### src/rtl/tte_pkg.sv
`timescale 1ns / 1ps

package tte_pkg;

    // width of cursor and cell index fields
    localparam int IDX_W = 4;

    // action codes
    localparam logic [1:0] ACT_BYTE  = 2'd0;
    localparam logic [1:0] ACT_START = 2'd1;
    localparam logic [1:0] ACT_READ  = 2'd2;

    // stream characters
    localparam logic [7:0] CH_CARET = 8'h5E;
    localparam logic [7:0] CH_SPACE = 8'h20;
    localparam logic [7:0] CH_LF    = 8'h0A;
    localparam logic [7:0] CH_ZERO  = 8'h30;
    localparam logic [7:0] CH_NINE  = 8'h39;
    localparam logic [7:0] CH_B     = 8'h62;
    localparam logic [7:0] CH_C     = 8'h63;
    localparam logic [7:0] CH_D     = 8'h64;
    localparam logic [7:0] CH_E     = 8'h65;
    localparam logic [7:0] CH_H     = 8'h68;
    localparam logic [7:0] CH_I     = 8'h69;
    localparam logic [7:0] CH_L     = 8'h6C;
    localparam logic [7:0] CH_O     = 8'h6F;
    localparam logic [7:0] CH_R     = 8'h72;
    localparam logic [7:0] CH_U     = 8'h75;

    // escape parser state
    typedef enum logic [1:0] {
        ESC_IDLE  = 2'd0,
        ESC_CARET = 2'd1,
        ESC_ROW   = 2'd2
    } esc_t;

    // screen operation carried to the row edit stage
    typedef enum logic [2:0] {
        OP_NONE  = 3'd0,
        OP_PUT   = 3'd1,
        OP_ERASE = 3'd2,
        OP_CLEAR = 3'd3,
        OP_READ  = 3'd4
    } op_t;

    // where the row edit stage takes its row from
    typedef enum logic [1:0] {
        SRC_RAM   = 2'd0,
        SRC_BYP   = 2'd1,
        SRC_BLANK = 2'd2
    } src_t;

    typedef struct packed {
        logic [1:0]       action;
        logic [7:0]       byte_in;
        logic [IDX_W-1:0] read_row;
        logic [IDX_W-1:0] read_col;
    } item_t;

    typedef struct packed {
        logic [7:0]       cell_char;
        logic [IDX_W-1:0] cursor_row;
        logic [IDX_W-1:0] cursor_col;
        logic             insert_on;
        logic [1:0]       escape_phase;
    } result_t;

    // decoded item handed from the control stage to the row edit stage
    typedef struct packed {
        op_t              op;
        logic [IDX_W-1:0] row;
        logic [IDX_W-1:0] col;
        logic [7:0]       ch;
        logic             ins;
        logic [IDX_W-1:0] rd_col;
        logic             rd_ok;
        logic [IDX_W-1:0] cursor_row;
        logic [IDX_W-1:0] cursor_col;
        logic             insert_on;
        esc_t             phase;
    } edit_t;

endpackage

### src/rtl/text_terminal_escape_interpreter.sv
`timescale 1ns / 1ps

// Character-cell terminal with caret escapes, ROWS x COLS cells.
// Input channel item_valid / item_ready / item: one action per item, either
// a stream byte, a start of a new screen, or the read of one cell.
// Output channel result_valid / result_ready / result: exactly one result per
// item, in order, giving the cell read (zero otherwise), the cursor, the
// insert mode and the escape parser phase after that item.
// The control stage decodes an accepted item and reads its row (the cursor row,
// or the row of a cell read) from the screen memory; the row edit stage then
// rewrites the whole row, writes it back for a put or erase, and fills the
// result register. One item per cycle is sustained while results are taken; a
// row read just after a write to the same row is forwarded from the edit stage.
// Clear screen and start only drop the per-row valid bits, so a cleared row
// reads as spaces until written again.
// Reset clears the cursor, the modes, the parser and all row valid bits; the
// block accepts items in the first cycle after reset.
// When the receiver stalls the result register holds, one more item may sit in
// the edit stage, and item_ready then drops until result_ready returns.

module text_terminal_escape_interpreter #(
    parameter int ROWS = 10,
    parameter int COLS = 10
) (
    input  logic             clk,
    input  logic             rst_n,
    input  logic             item_valid,
    output logic             item_ready,
    input  tte_pkg::item_t   item,
    output logic             result_valid,
    input  logic             result_ready,
    output tte_pkg::result_t result
);

    localparam int ROW_AW = $clog2(ROWS);
    localparam int ROW_W  = COLS * 8;

    logic             in_accept;
    logic             out_free;
    logic             s2_adv;

    tte_pkg::edit_t   edit;
    logic             s2_valid_reg;
    tte_pkg::edit_t   s2_reg;
    tte_pkg::src_t    src_reg, src_next;
    logic [ROW_W-1:0] byp_reg;

    logic             out_valid_reg;
    tte_pkg::result_t out_reg;

    logic [ROWS-1:0]  row_vld_reg, row_vld_next;

    logic [ROW_AW-1:0] rd_addr;
    logic [ROW_AW-1:0] wr_row;
    logic              wr_en;
    logic              clr_en;
    logic [ROW_W-1:0]  ram_q;
    logic [ROW_W-1:0]  row_new;
    logic [7:0]        cell_char;

    // handshake and stage advance
    assign out_free   = !out_valid_reg || result_ready;
    assign s2_adv     = s2_valid_reg && out_free;
    assign item_ready = !s2_valid_reg || out_free;
    assign in_accept  = item_valid && item_ready;

    // control stage
    tte_ctrl #(
        .ROWS (ROWS),
        .COLS (COLS)
    ) u_ctrl (
        .clk    (clk),
        .rst_n  (rst_n),
        .accept (in_accept),
        .item   (item),
        .edit   (edit)
    );

    assign rd_addr = edit.row[ROW_AW-1:0];
    assign wr_row  = s2_reg.row[ROW_AW-1:0];
    assign wr_en   = s2_adv && ((s2_reg.op == tte_pkg::OP_PUT) || (s2_reg.op == tte_pkg::OP_ERASE));
    assign clr_en  = s2_adv && (s2_reg.op == tte_pkg::OP_CLEAR);

    // screen rows
    tte_ram #(
        .WIDTH (ROW_W),
        .DEPTH (ROWS)
    ) u_screen (
        .clk   (clk),
        .we    (wr_en),
        .waddr (wr_row),
        .wdata (row_new),
        .re    (in_accept),
        .raddr (rd_addr),
        .rdata (ram_q)
    );

    // row valid bits after this cycle's clear or write
    always_comb
    begin
        row_vld_next = clr_en ? '0 : row_vld_reg;
        if (wr_en)
        begin
            row_vld_next[wr_row] = 1'b1;
        end
    end

    // row source for the item entering the edit stage
    always_comb
    begin
        if (wr_en && (wr_row == rd_addr))
        begin
            src_next = tte_pkg::SRC_BYP;
        end
        else if (!row_vld_next[rd_addr])
        begin
            src_next = tte_pkg::SRC_BLANK;
        end
        else
        begin
            src_next = tte_pkg::SRC_RAM;
        end
    end

    // row edit stage
    tte_row_edit #(
        .COLS (COLS)
    ) u_row_edit (
        .edit      (s2_reg),
        .src       (src_reg),
        .ram_q     (ram_q),
        .byp_q     (byp_reg),
        .row_new   (row_new),
        .cell_char (cell_char)
    );

    // valid bits and stage control
    always_ff @(posedge clk or negedge rst_n)
    begin
        if (!rst_n)
        begin
            row_vld_reg   <= '0;
            s2_valid_reg  <= 1'b0;
            out_valid_reg <= 1'b0;
        end
        else
        begin
            row_vld_reg <= row_vld_next;
            if (in_accept)
            begin
                s2_valid_reg <= 1'b1;
            end
            else if (s2_adv)
            begin
                s2_valid_reg <= 1'b0;
            end
            if (s2_adv)
            begin
                out_valid_reg <= 1'b1;
            end
            else if (result_ready)
            begin
                out_valid_reg <= 1'b0;
            end
        end
    end

    // stage payloads
    always_ff @(posedge clk)
    begin
        if (in_accept)
        begin
            s2_reg  <= edit;
            src_reg <= src_next;
            byp_reg <= row_new;
        end
        if (s2_adv)
        begin
            out_reg.cell_char    <= cell_char;
            out_reg.cursor_row   <= s2_reg.cursor_row;
            out_reg.cursor_col   <= s2_reg.cursor_col;
            out_reg.insert_on    <= s2_reg.insert_on;
            out_reg.escape_phase <= s2_reg.phase;
        end
    end

    assign result_valid = out_valid_reg;
    assign result       = out_reg;

endmodule

### src/rtl/tte_ram.sv
`timescale 1ns / 1ps

module tte_ram #(
    parameter int WIDTH = 80,
    parameter int DEPTH = 10
) (
    input  logic                     clk,
    input  logic                     we,
    input  logic [$clog2(DEPTH)-1:0] waddr,
    input  logic [WIDTH-1:0]         wdata,
    input  logic                     re,
    input  logic [$clog2(DEPTH)-1:0] raddr,
    output logic [WIDTH-1:0]         rdata
);

    logic [WIDTH-1:0] mem_reg [DEPTH];
    logic [WIDTH-1:0] rdata_reg;

    // one write port, one registered read port
    always_ff @(posedge clk)
    begin
        if (we)
        begin
            mem_reg[waddr] <= wdata;
        end
        if (re)
        begin
            rdata_reg <= mem_reg[raddr];
        end
    end

    assign rdata = rdata_reg;

endmodule

### src/rtl/tte_ctrl.sv
`timescale 1ns / 1ps

module tte_ctrl #(
    parameter int ROWS = 10,
    parameter int COLS = 10
) (
    input  logic           clk,
    input  logic           rst_n,
    input  logic           accept,
    input  tte_pkg::item_t item,
    output tte_pkg::edit_t edit
);

    localparam logic [tte_pkg::IDX_W-1:0] ROW_LAST = tte_pkg::IDX_W'(ROWS - 1);
    localparam logic [tte_pkg::IDX_W-1:0] COL_LAST = tte_pkg::IDX_W'(COLS - 1);
    localparam logic [tte_pkg::IDX_W-1:0] ROW_CNT  = tte_pkg::IDX_W'(ROWS);
    localparam logic [tte_pkg::IDX_W-1:0] COL_CNT  = tte_pkg::IDX_W'(COLS);

    logic [tte_pkg::IDX_W-1:0] row_reg, row_next;
    logic [tte_pkg::IDX_W-1:0] col_reg, col_next;
    logic                      ovr_reg, ovr_next;
    logic [tte_pkg::IDX_W-1:0] held_reg, held_next;
    tte_pkg::esc_t             esc_reg, esc_next;

    logic                      is_digit;
    logic [tte_pkg::IDX_W-1:0] digit;
    logic                      do_put, do_cmd, do_goto, do_start, do_read;

    assign is_digit = (item.byte_in >= tte_pkg::CH_ZERO) && (item.byte_in <= tte_pkg::CH_NINE);
    assign digit    = item.byte_in[tte_pkg::IDX_W-1:0];

    // escape parser next state
    always_comb
    begin
        esc_next = esc_reg;
        case (item.action)
            tte_pkg::ACT_BYTE:
            begin
                case (esc_reg)
                    tte_pkg::ESC_IDLE:
                        esc_next = (item.byte_in == tte_pkg::CH_CARET) ? tte_pkg::ESC_CARET
                                                                       : tte_pkg::ESC_IDLE;
                    tte_pkg::ESC_CARET:
                        esc_next = is_digit ? tte_pkg::ESC_ROW : tte_pkg::ESC_IDLE;
                    tte_pkg::ESC_ROW:
                        esc_next = tte_pkg::ESC_IDLE;
                    default:
                        esc_next = tte_pkg::ESC_IDLE;
                endcase
            end
            tte_pkg::ACT_START:
                esc_next = tte_pkg::ESC_IDLE;
            default:
                esc_next = esc_reg;
        endcase
    end

    // what the item asks for, given the parser state
    always_comb
    begin
        do_put   = 1'b0;
        do_cmd   = 1'b0;
        do_goto  = 1'b0;
        do_start = 1'b0;
        do_read  = 1'b0;
        case (item.action)
            tte_pkg::ACT_BYTE:
            begin
                case (esc_reg)
                    tte_pkg::ESC_IDLE:
                        do_put = (item.byte_in != tte_pkg::CH_CARET)
                                 && (item.byte_in != tte_pkg::CH_LF);
                    tte_pkg::ESC_CARET:
                    begin
                        do_put = (item.byte_in == tte_pkg::CH_CARET);
                        do_cmd = (item.byte_in != tte_pkg::CH_CARET) && !is_digit
                                 && (item.byte_in != tte_pkg::CH_LF);
                    end
                    tte_pkg::ESC_ROW:
                        do_goto = is_digit;
                    default:
                        do_put = 1'b0;
                endcase
            end
            tte_pkg::ACT_START:
                do_start = 1'b1;
            tte_pkg::ACT_READ:
                do_read = 1'b1;
            default:
                do_put = 1'b0;
        endcase
    end

    // cursor, mode and screen operation
    always_comb
    begin
        row_next  = row_reg;
        col_next  = col_reg;
        ovr_next  = ovr_reg;
        held_next = held_reg;

        edit.op     = tte_pkg::OP_NONE;
        edit.row    = row_reg;
        edit.col    = col_reg;
        edit.ch     = item.byte_in;
        edit.ins    = !ovr_reg && (col_reg != COL_LAST);
        edit.rd_col = item.read_col;
        edit.rd_ok  = 1'b0;

        if ((item.action == tte_pkg::ACT_BYTE) && (esc_reg == tte_pkg::ESC_CARET) && is_digit)
        begin
            held_next = digit;
        end

        // print at cursor, then advance but stay in the last column
        if (do_put)
        begin
            edit.op = tte_pkg::OP_PUT;
            if (col_reg != COL_LAST)
            begin
                col_next = col_reg + 1'b1;
            end
        end

        // letter commands
        if (do_cmd)
        begin
            case (item.byte_in)
                tte_pkg::CH_B: col_next = '0;
                tte_pkg::CH_C: edit.op = tte_pkg::OP_CLEAR;
                tte_pkg::CH_D:
                begin
                    if (row_reg != ROW_LAST)
                    begin
                        row_next = row_reg + 1'b1;
                    end
                end
                tte_pkg::CH_E: edit.op = tte_pkg::OP_ERASE;
                tte_pkg::CH_H:
                begin
                    row_next = '0;
                    col_next = '0;
                end
                tte_pkg::CH_I: ovr_next = 1'b0;
                tte_pkg::CH_L:
                begin
                    if (col_reg != '0)
                    begin
                        col_next = col_reg - 1'b1;
                    end
                end
                tte_pkg::CH_O: ovr_next = 1'b1;
                tte_pkg::CH_R:
                begin
                    if (col_reg != COL_LAST)
                    begin
                        col_next = col_reg + 1'b1;
                    end
                end
                tte_pkg::CH_U:
                begin
                    if (row_reg != '0)
                    begin
                        row_next = row_reg - 1'b1;
                    end
                end
                default: ovr_next = ovr_reg;
            endcase
        end

        // cursor placement, clamped to the screen
        if (do_goto)
        begin
            row_next = (held_reg > ROW_LAST) ? ROW_LAST : held_reg;
            col_next = (digit > COL_LAST) ? COL_LAST : digit;
        end

        if (do_start)
        begin
            edit.op   = tte_pkg::OP_CLEAR;
            row_next  = '0;
            col_next  = '0;
            ovr_next  = 1'b1;
            held_next = '0;
        end

        // cell read, row forced to zero when off screen
        if (do_read)
        begin
            edit.op    = tte_pkg::OP_READ;
            edit.rd_ok = (item.read_row < ROW_CNT) && (item.read_col < COL_CNT);
            edit.row   = edit.rd_ok ? item.read_row : '0;
        end

        edit.cursor_row = row_next;
        edit.cursor_col = col_next;
        edit.insert_on  = !ovr_next;
        edit.phase      = esc_next;
    end

    // control registers
    always_ff @(posedge clk or negedge rst_n)
    begin
        if (!rst_n)
        begin
            row_reg  <= '0;
            col_reg  <= '0;
            ovr_reg  <= 1'b1;
            held_reg <= '0;
            esc_reg  <= tte_pkg::ESC_IDLE;
        end
        else if (accept)
        begin
            row_reg  <= row_next;
            col_reg  <= col_next;
            ovr_reg  <= ovr_next;
            held_reg <= held_next;
            esc_reg  <= esc_next;
        end
    end

endmodule

### src/rtl/tte_row_edit.sv
`timescale 1ns / 1ps

module tte_row_edit #(
    parameter int COLS = 10
) (
    input  tte_pkg::edit_t    edit,
    input  tte_pkg::src_t     src,
    input  logic [COLS*8-1:0] ram_q,
    input  logic [COLS*8-1:0] byp_q,
    output logic [COLS*8-1:0] row_new,
    output logic [7:0]        cell_char
);

    localparam int ROW_W = COLS * 8;

    logic [ROW_W-1:0] row_in;
    logic [ROW_W-1:0] row_shift;

    // current row contents: memory, last written row, or blank
    always_comb
    begin
        case (src)
            tte_pkg::SRC_RAM:   row_in = ram_q;
            tte_pkg::SRC_BYP:   row_in = byp_q;
            default:            row_in = {COLS{tte_pkg::CH_SPACE}};
        endcase
    end

    // row moved one cell right, for insert mode
    assign row_shift = {row_in[ROW_W-9:0], tte_pkg::CH_SPACE};

    // per-cell edit
    always_comb
    begin
        row_new = row_in;
        for (int k = 0; k < COLS; k++)
        begin
            case (edit.op)
                tte_pkg::OP_PUT:
                begin
                    if (tte_pkg::IDX_W'(k) == edit.col)
                    begin
                        row_new[8*k +: 8] = edit.ch;
                    end
                    else if (edit.ins && (tte_pkg::IDX_W'(k) > edit.col))
                    begin
                        row_new[8*k +: 8] = row_shift[8*k +: 8];
                    end
                end
                tte_pkg::OP_ERASE:
                begin
                    if (tte_pkg::IDX_W'(k) >= edit.col)
                    begin
                        row_new[8*k +: 8] = tte_pkg::CH_SPACE;
                    end
                end
                default: row_new[8*k +: 8] = row_in[8*k +: 8];
            endcase
        end
    end

    // cell read
    always_comb
    begin
        cell_char = '0;
        if ((edit.op == tte_pkg::OP_READ) && edit.rd_ok)
        begin
            for (int k = 0; k < COLS; k++)
            begin
                if (tte_pkg::IDX_W'(k) == edit.rd_col)
                begin
                    cell_char = row_in[8*k +: 8];
                end
            end
        end
    end

endmodule

### config.mk
export PLATFORM = sky130hd
export DESIGN_NAME = text_terminal_escape_interpreter
export DESIGN_NICKNAME = d
export VERILOG_FILES = /design/src/rtl/tte_pkg.sv /design/src/rtl/text_terminal_escape_interpreter.sv /design/src/rtl/tte_ram.sv /design/src/rtl/tte_ctrl.sv /design/src/rtl/tte_row_edit.sv
export SDC_FILE = /design/constraint.sdc
export NUM_CORES = 1
export LEC_CHECK = 0
export BUFFER_PORTS_ARGS = -buffer_cell sky130_fd_sc_hd__buf_2
export CELL_PAD_IN_SITES_DETAIL_PLACEMENT = 0
export CELL_PAD_IN_SITES_GLOBAL_PLACEMENT = 1
export CORE_MARGIN = 4
export CORE_UTILIZATION = 54
export CTS_CLUSTER_SIZE = 8
export DETAILED_ROUTE_END_ITERATION = 10
export HOLD_SLACK_MARGIN = 0.02
export PLACE_DENSITY = 0.89
export SLEW_MARGIN = 20
export SYNTH_ARGS = -nofsm -noshare
export SYNTH_HDL_FRONTEND = slang
export SYNTH_HIERARCHICAL = 1
export SYNTH_SLANG_ARGS = --single-unit
### constraint.sdc
create_clock -name clk -period 8.8 [get_ports clk]
set_input_delay 0.44 -clock clk [delete_from_list [all_inputs] [get_ports clk]]
set_output_delay 0.44 -clock clk [all_outputs]
set_load 0.01 [all_outputs]
; ---- Yosys cells after proc, flatten, opt, wreduce, memory -nomap -nowiden
; Memories as Yosys holds them, arrays and structs flattened. A register that Yosys moved wholly into a read port is not among the register bits.
; Index checks and enable logic that the tools add are counted.
[word_totals]
mem_count = 1
ram_bits = 800
wordCells = 252
reg_bits = 164
out_inout_bits = 21
[classes]
bitwise_logic = 1
n_lt_le_gt_ge = 29
n_reduce_logical = 45
muxes = 103
eq_ne = 43
n_addsub = 4
[memory_table]
columns = memory, depth, word_bits, read_ports, rd_clocked_by_memory_dff, write_ports, line_no
row1 = u_screen.mem_reg, 10, 80, 1, 1, 1, tte_ram.sv:16  ; logic [WIDTH-1:0] mem_reg [DEPTH];
[ops]
columns = cell, count
row1 = 2-to-1 mux 8 bit, 40
row2 = case mux 8 bit (2 select lines), 10
row3 = case mux 80 bit (2 select lines), 1
row4 = equality test 8 x 7 -> 1 bit (second input constant), 11
row5 = 2-to-1 mux 4 bit, 18
row6 = equality test 3 x 4 -> 1 bit (first input constant), 8
row7 = logical AND 1 bit, 25
row8 = case mux 4 bit (3 select lines), 2
row9 = 2-to-1 mux 10 bit, 2
row10 = 2-to-1 mux 1 bit, 19
row11 = equality test 2 x 4 -> 1 bit (first input constant), 4
row12 = equality test 4 bit (first input constant), 4
row13 = >= comparator 3 x 4 -> 1 bit (first input constant), 4
row14 = > comparator 3 x 4 -> 1 bit (first input constant), 4
row15 = case mux 2 bit (2 select lines), 3
row16 = < comparator 4 x 5 -> 1 bit (second input constant), 2
row17 = OR 10 bit, 1
row18 = adder 4 x 1 -> 4 bit (second input constant), 2
row19 = equality test 1 x 4 -> 1 bit (first input constant), 2
row20 = >= comparator 1 x 4 -> 1 bit (first input constant), 2
row21 = >= comparator 2 x 4 -> 1 bit (first input constant), 2
row22 = >= comparator 4 bit (first input constant), 2
row23 = >= comparator 8 x 6 -> 1 bit (second input constant), 1
row24 = > comparator 1 x 4 -> 1 bit (first input constant), 2
row25 = other kinds (29), 54

; ---- Longest topological paths before layout
[logic_depth]
ltp_word = 12
mapped_depth = 13
ltp_nobuf = 10

; ---- By module
; Netlist, hierarchy kept.
[by_module_without_submodules]
columns = mod, area_per_inst_um2, seq_area_each_um2, cells_each, n_inst
row1 = tte_ram, 33923.8, 26425.3, 1717, 1
row2 = text_terminal_escape_interpreter, 4810.9, 4414.2, 201, 1
row3 = tte_row_edit, 4769.6, 0.0, 719, 1
row4 = tte_ctrl, 1931.9, 376.6, 252, 1

; ---- Worst setup path before layout
; No wires, ideal clock.
[synth_timing]
path_type = reg-to-reg
startpoint = register out_valid_reg, in the netlist result_valid
endpoint = register u_ctrl/held_reg[0] (netlist bit)
n_path_buf = 0
path_stages_with_launch = 8
path_slack_ps = 889
setup_ps = 85
arrival_time_ps = 7826
path_cell_list = dfrtp_1 > nor2b_4 > nand2_1 > and2_1 > clkinv_1 > a21oi_1 > nand3_1 > o21ai_0
[synth_between]
elab_chain_cells = 5
[synth_rtl]
columns = item, line_no
row1 = "start, declared", text_terminal_escape_interpreter.sv:48  ; logic out_valid_reg;
row2 = "start signal, assigned", text_terminal_escape_interpreter.sv:144  ; out_valid_reg <= 1'b0;
row3 = "start signal, assigned", text_terminal_escape_interpreter.sv:159  ; out_valid_reg <= 1'b1;
row4 = "start signal, assigned", text_terminal_escape_interpreter.sv:163  ; out_valid_reg <= 1'b0;
row5 = zero test 1 bit, text_terminal_escape_interpreter.sv:62  ; assign out_free = !out_valid_reg || result_ready;
row6 = logical OR 1 bit, text_terminal_escape_interpreter.sv:62
row7 = logical OR 1 bit, text_terminal_escape_interpreter.sv:64  ; assign item_ready = !s2_valid_reg || out_free;
row8 = net item_ready, text_terminal_escape_interpreter.sv:28  ; output logic item_ready,
row9 = logical AND 1 bit, text_terminal_escape_interpreter.sv:65  ; assign in_accept = item_valid && item_ready;
row10 = net in_accept, text_terminal_escape_interpreter.sv:38  ; logic in_accept;
row11 = AND reduction 2 bit (no source line), -
row12 = "end signal, assigned", tte_ctrl.sv:217  ; held_reg <= held_next;
row13 = "end, declared", tte_ctrl.sv:22  ; logic [tte_pkg::IDX_W-1:0] held_reg, held_next;
; The timed path passes the listed nets, and every way through them passes these cells.
; A chain may end at the register's enable or synchronous reset.

; ---- Worst setup path after layout
[layout_timing]
startpoint = register s2_reg[35] (netlist bit)
endpoint = memory u_screen.mem_reg[1][69], enable pin
[layout_between]
elab_chain_cells = 5
word_cells_on_any_way = 6
[layout_rtl]
columns = item, line_no
row1 = "start, declared", text_terminal_escape_interpreter.sv:44  ; tte_pkg::edit_t s2_reg;
row2 = "start signal, assigned", text_terminal_escape_interpreter.sv:173  ; s2_reg <= edit;
row3 = equality test 3 x 1 -> 1 bit / equality test 3 x 2 -> 1 bit (equally long branches), text_terminal_escape_interpreter.sv:81  ; assign wr_en = s2_adv && ((s2_reg.op == tte_pkg::OP_PUT) || (s2_reg.op == tte_pkg::OP_ERASE));
row4 = logical OR 1 bit *, text_terminal_escape_interpreter.sv:81
row5 = logical AND 1 bit *, text_terminal_escape_interpreter.sv:81
row6 = net wr_en, text_terminal_escape_interpreter.sv:55  ; logic wr_en;
row7 = 2-to-1 mux 1 bit *, tte_ram.sv:22  ; if (we)
row8 = 2-to-1 mux 1 bit (not written as such) *, tte_ram.sv:24  ; mem_reg[waddr] <= wdata;
row9 = "end, declared", tte_ram.sv:16
; Mark *: on every way through the listed nets, which the timed path passes. The rest lies on a longest branch.

==> summary.md <==
| Metric | Value |
|---|---|
| Comb pwr share | `8.4%` |
| Synthesized instance count | `2889` |
| Synth Register Bits | `1044` |
| Number of synthesized flops with an enable pin | `1017` |
| Syn nets | `2917` |
| PD cells | `234 nW/um^2` |
| Final Cell Area | `50600 sq um` |
| Crit path DAT | `4750 ps` |
| Worst Setup End Kind | `flop` |
| Share of layout cells above drive strength 1 | `22.4%` |
| Fmax achieved | `0.227 GHz` |
| Die ar. | `88800 sq um` |
| Final Max Tran Viols | `0` |
| Fin. Hold Viols | `0` |
| Adder-cell area share of the yosys netlist | `0.165%` |
| Core area | `83600 sq um` |
| Antenna fix cells | `0` |
| Sequential share of the synthesized area | `68.7%` |
| CP Max Fanout | `34` |
| Setup Fix Bufs, Post-CTS | `0` |
| Slew headroom | `17.3%` |
| Dpl hpwl | `65200 um` |
| Distinct cells, synth | `108` |
| Post-Route WL | `116000 um` |
| Setup CP Type | `reg2reg` |
| Largest net degree at the start of global routing | `165` |
| Worst Max-Slew Pin Slew | `1240 ps` |
| CP max stage cell | `nor2_4` |
| Compound-cell area share of the yosys netlist | `10.4%` |
| Vias in the first global route | `27886` |
| Largest family of logic cells by synthesized area | `multiplexers` |
| Port Buffers | `42` |
| Post-synthesis mux area share | `12.0%` |
| Max reg flops | `800` |
| Critical path, cell by cell | `nand2b_1 > nor3_2 > or3b_2 > nor2_4 > buf_4 > buf_4` |
| Via density | `6.70` |
| Pint | `9080 uW` |
| Vert. Die Dim | `298 um` |
| RSZ-0062 raised after global routing | `no` |
| Routability cong. | `0.952` |
| Synth Flop Type | `edfxtp_1` |
| DR pass1 iterations | `9` |
| Initial antenna violation count | `0` |
| Status | `complete, no violations` |
| Clk sinks | `1044` |
| TritonCTS buffer count | `148` |
| Post-CTS Resized | `0` |
| Clk slew on worst S/H paths | `50 ps` |
| Global Route Usage Sum | `25.7%` |
| Worst reg2reg path startpoint | `s2_reg[35]$_DFFE_PP_` |
| Worst VDD drop | `0.143 mV` |
| Post-Syn Area | `45400 sq um` |
| Buf+Inv Stages, Crit Path | `2` |
| Cell mode on critical path | `buf_4` |
| Tcrit/Tclk final | `50.1%` |
| Final setup TNS | `0 ps` |
| I/O Pins | `43` |
| Remaining antenna violation count | `0` |
| Worst setup startpoint | `s2_reg[35]$_DFFE_PP_` |
| Remaining DRCs | `0` |
| Hold_sp | `item[17]` |
| Fraction of synthesized cell area in xor and xnor cells | `0.193%` |
| Placed inst area | `46400 sq um` |
| Total congestion overflow | `0` |
| Clock power frac | `42.5%` |
| Critical Path Source Type | `flop` |
| Register Area | `31200 sq um` |
| Clock root buffer | `clkbuf_16` |
| Final Setup Violations | `0` |
| First-pass GRT wire length | `173000 um` |
| Nets | `2976` |
| Area of the multi-input gates | `13100 sq um` |
| Slowest Stage Delay on Critical Path | `660 ps` |
| Initial DRC Count | `3440` |
| Cell family contributing the most delay on the critical path | `simple AND/OR/NAND/NOR gates` |
| Initial Util | `54.4%` |
| Max-cap violations | `0` |
| Net Sw Frac | `23.4%` |
| Wire length per cell | `28.5 um` |
| Cell row count | `106` |
| Yosys warnings | `6` |
| Worst Path Required | `9140 ps` |
| H-tree depth | `4` |
| Post-Synth Simple-Gate Area | `5.56%` |
| Via count | `27230` |
| TritonCTS clock tree | `done` |
| Syn Area/Cell | `15.7 sq um` |
| Insertion delay of the later-clocked pin in the worst-skew pair | `740 ps` |
| Fill cells | `5908` |
| Switching power of the nets | `2770 uW` |
| CTS Buffer Depth | `3` |
| Sequential Power Share | `49.2%` |
| LEAKAGE | `0.0163 uW` |
| Worst hold path class | `in2reg` |
| Die X | `298 um` |
| Worst Skew | `32.0 ps` |
| Area Overhead vs Synth | `11.5%` |
| Min Tclk post-route | `4410 ps` |
| Share of flip-flops with an asynchronous set or reset | `2.59%` |
-- metrics by stage --
step                util (%)  total power [uW]  worst slack, ps  hold WS (ps)  instances
finish                  60.6             11900             4390          55.9       4065
global route            60.6             12200             4220          57.1       4065
CTS                     60.5             11900             4420          20.6       4064
detailed placement      55.5              6860             4200           413       3867
global placement        55.5              6820             4450           417       3867
floorplan                  -              6540              889           144       2889
-- power by group through the flow --
| stage | combinational (uW) | sequential (uW) | clock, uW |
|---|---|---|---|
| after floorplan | 668 | 5870 | 0 |
| after global placement | 914 | 5910 | 0 |
| after detailed placement | 950 | 5910 | 0 |
| after CTS | 959 | 5830 | 5100 |
| after global routing | 1050 | 5830 | 5340 |
| final | 990 | 5830 | 5030 |
-- what timing repair did --
item	4_1_cts	5_1_grt
endpoints found under the hold margin	35	0
hold buffers	10	0
setup endpoints to repair	0	0
-- synthesized netlist by cell type (all sizes together) (14+ instances only) --
cell type	instances	share of area, %
a21oi	54	0.62
inv	20	0.17
dfrtp	26	1.4
clkbuf	86	0.71
a22oi	21	0.35
a211oi	14	0.27
buf	116	2.1
edfxtp	1017	67
nand2	164	1.4
nor2b	24	0.35
mux2i	242	5.3
nor2	141	1.2
o32ai	23	0.44
nor3	34	0.39
nand3	22	0.24
mux2	256	6.4
nand2b	18	0.25
o21ai	66	0.74
o31ai	98	2.3
a22o	91	1.8
o22ai	94	1.3
-- cell type report --
class	instances	share of cell area [%]
clock buffer	173	7.56
clock inverter	14	0.447
inverter	22	0.163
multi-input combinational	1621	25.9
sequential	1044	61.6
tap	1080	2.67
timing repair buffer	111	1.61
-- cells by family (layout without fill, tap and decap cells) --
family / count (synthesis) / after routing
buffers and inverters: 224 / 320
adder cells (fa/ha/maj): 6 / 6
XOR/XNOR: 10 / 10
flip-flops: 1044 / 1044
AND/OR/NAND/NOR: 504 / 504
AO/OA/AOI/OAI: 596 / 596
multiplexers: 505 / 505
-- path summary, 6_finish.rpt --
kind / endpoint / cells past startpoint / slack, ps
worst max-delay path: u_screen/mem_reg[1][69]$_DFFE_PP_ / 6 / 4390
worst min-delay path: u_ctrl/esc_reg[1]$_DFFE_PN0P_ / 3 / 60
min in group asynchronous: row_vld_reg[3]$_DFF_PN0_ / 2 / 300
worst min register to register: result[7]$_DFFE_PP_ / 0 / 420
worst max register to register: u_screen/mem_reg[1][69]$_DFFE_PP_ / 6 / 4390
max in group asynchronous: u_ctrl/row_reg[3]$_DFFE_PN0P_ / 2 / 8010
-- cells in the final DEF (no fill, tap or decap), types with 10 or more instances in the layout --
cell type         n
a32o_1           13
o31ai_1          34
a21oi_1          53
mux2_2          254
buf_4            54
o32ai_2          12
clkbuf_16       149
nand3_1          22
a211oi_1         12
edfxtp_1       1017
nand2_1         162
dfrtp_1          26
mux2i_1         242
o32ai_1          11
nand2b_1         17
o21ai_0          44
nor3_1           29
o31ai_2          64
a22o_1           91
dlygate4sd3_1    10
buf_2            42
clkbuf_1         23
a22oi_1          21
nor2b_1          21
o22ai_1          93
nor2_1          132
inv_1            19
o21ai_1          19
a211o_1          12
-- tightest hold or removal path, stage by stage --
cell and delay, ps:
buf_2 140, nand2_1 90, a31oi_1 80
-- layer usage --
| layer | GRT usage [%] | routed length [um] | vias up |
|---|---|---|---|
| met2 | 41.7 | 55700 | 1519 |
| met4 | 11.1 | 4480 | 0 |
| li1 | - | - | 11567 |
| met3 | 5.12 | 10500 | 334 |
| met1 | 34.1 | 45200 | 13810 |
| met5 | 0 | 0 | - |
(Power assumes the default switching activity.)
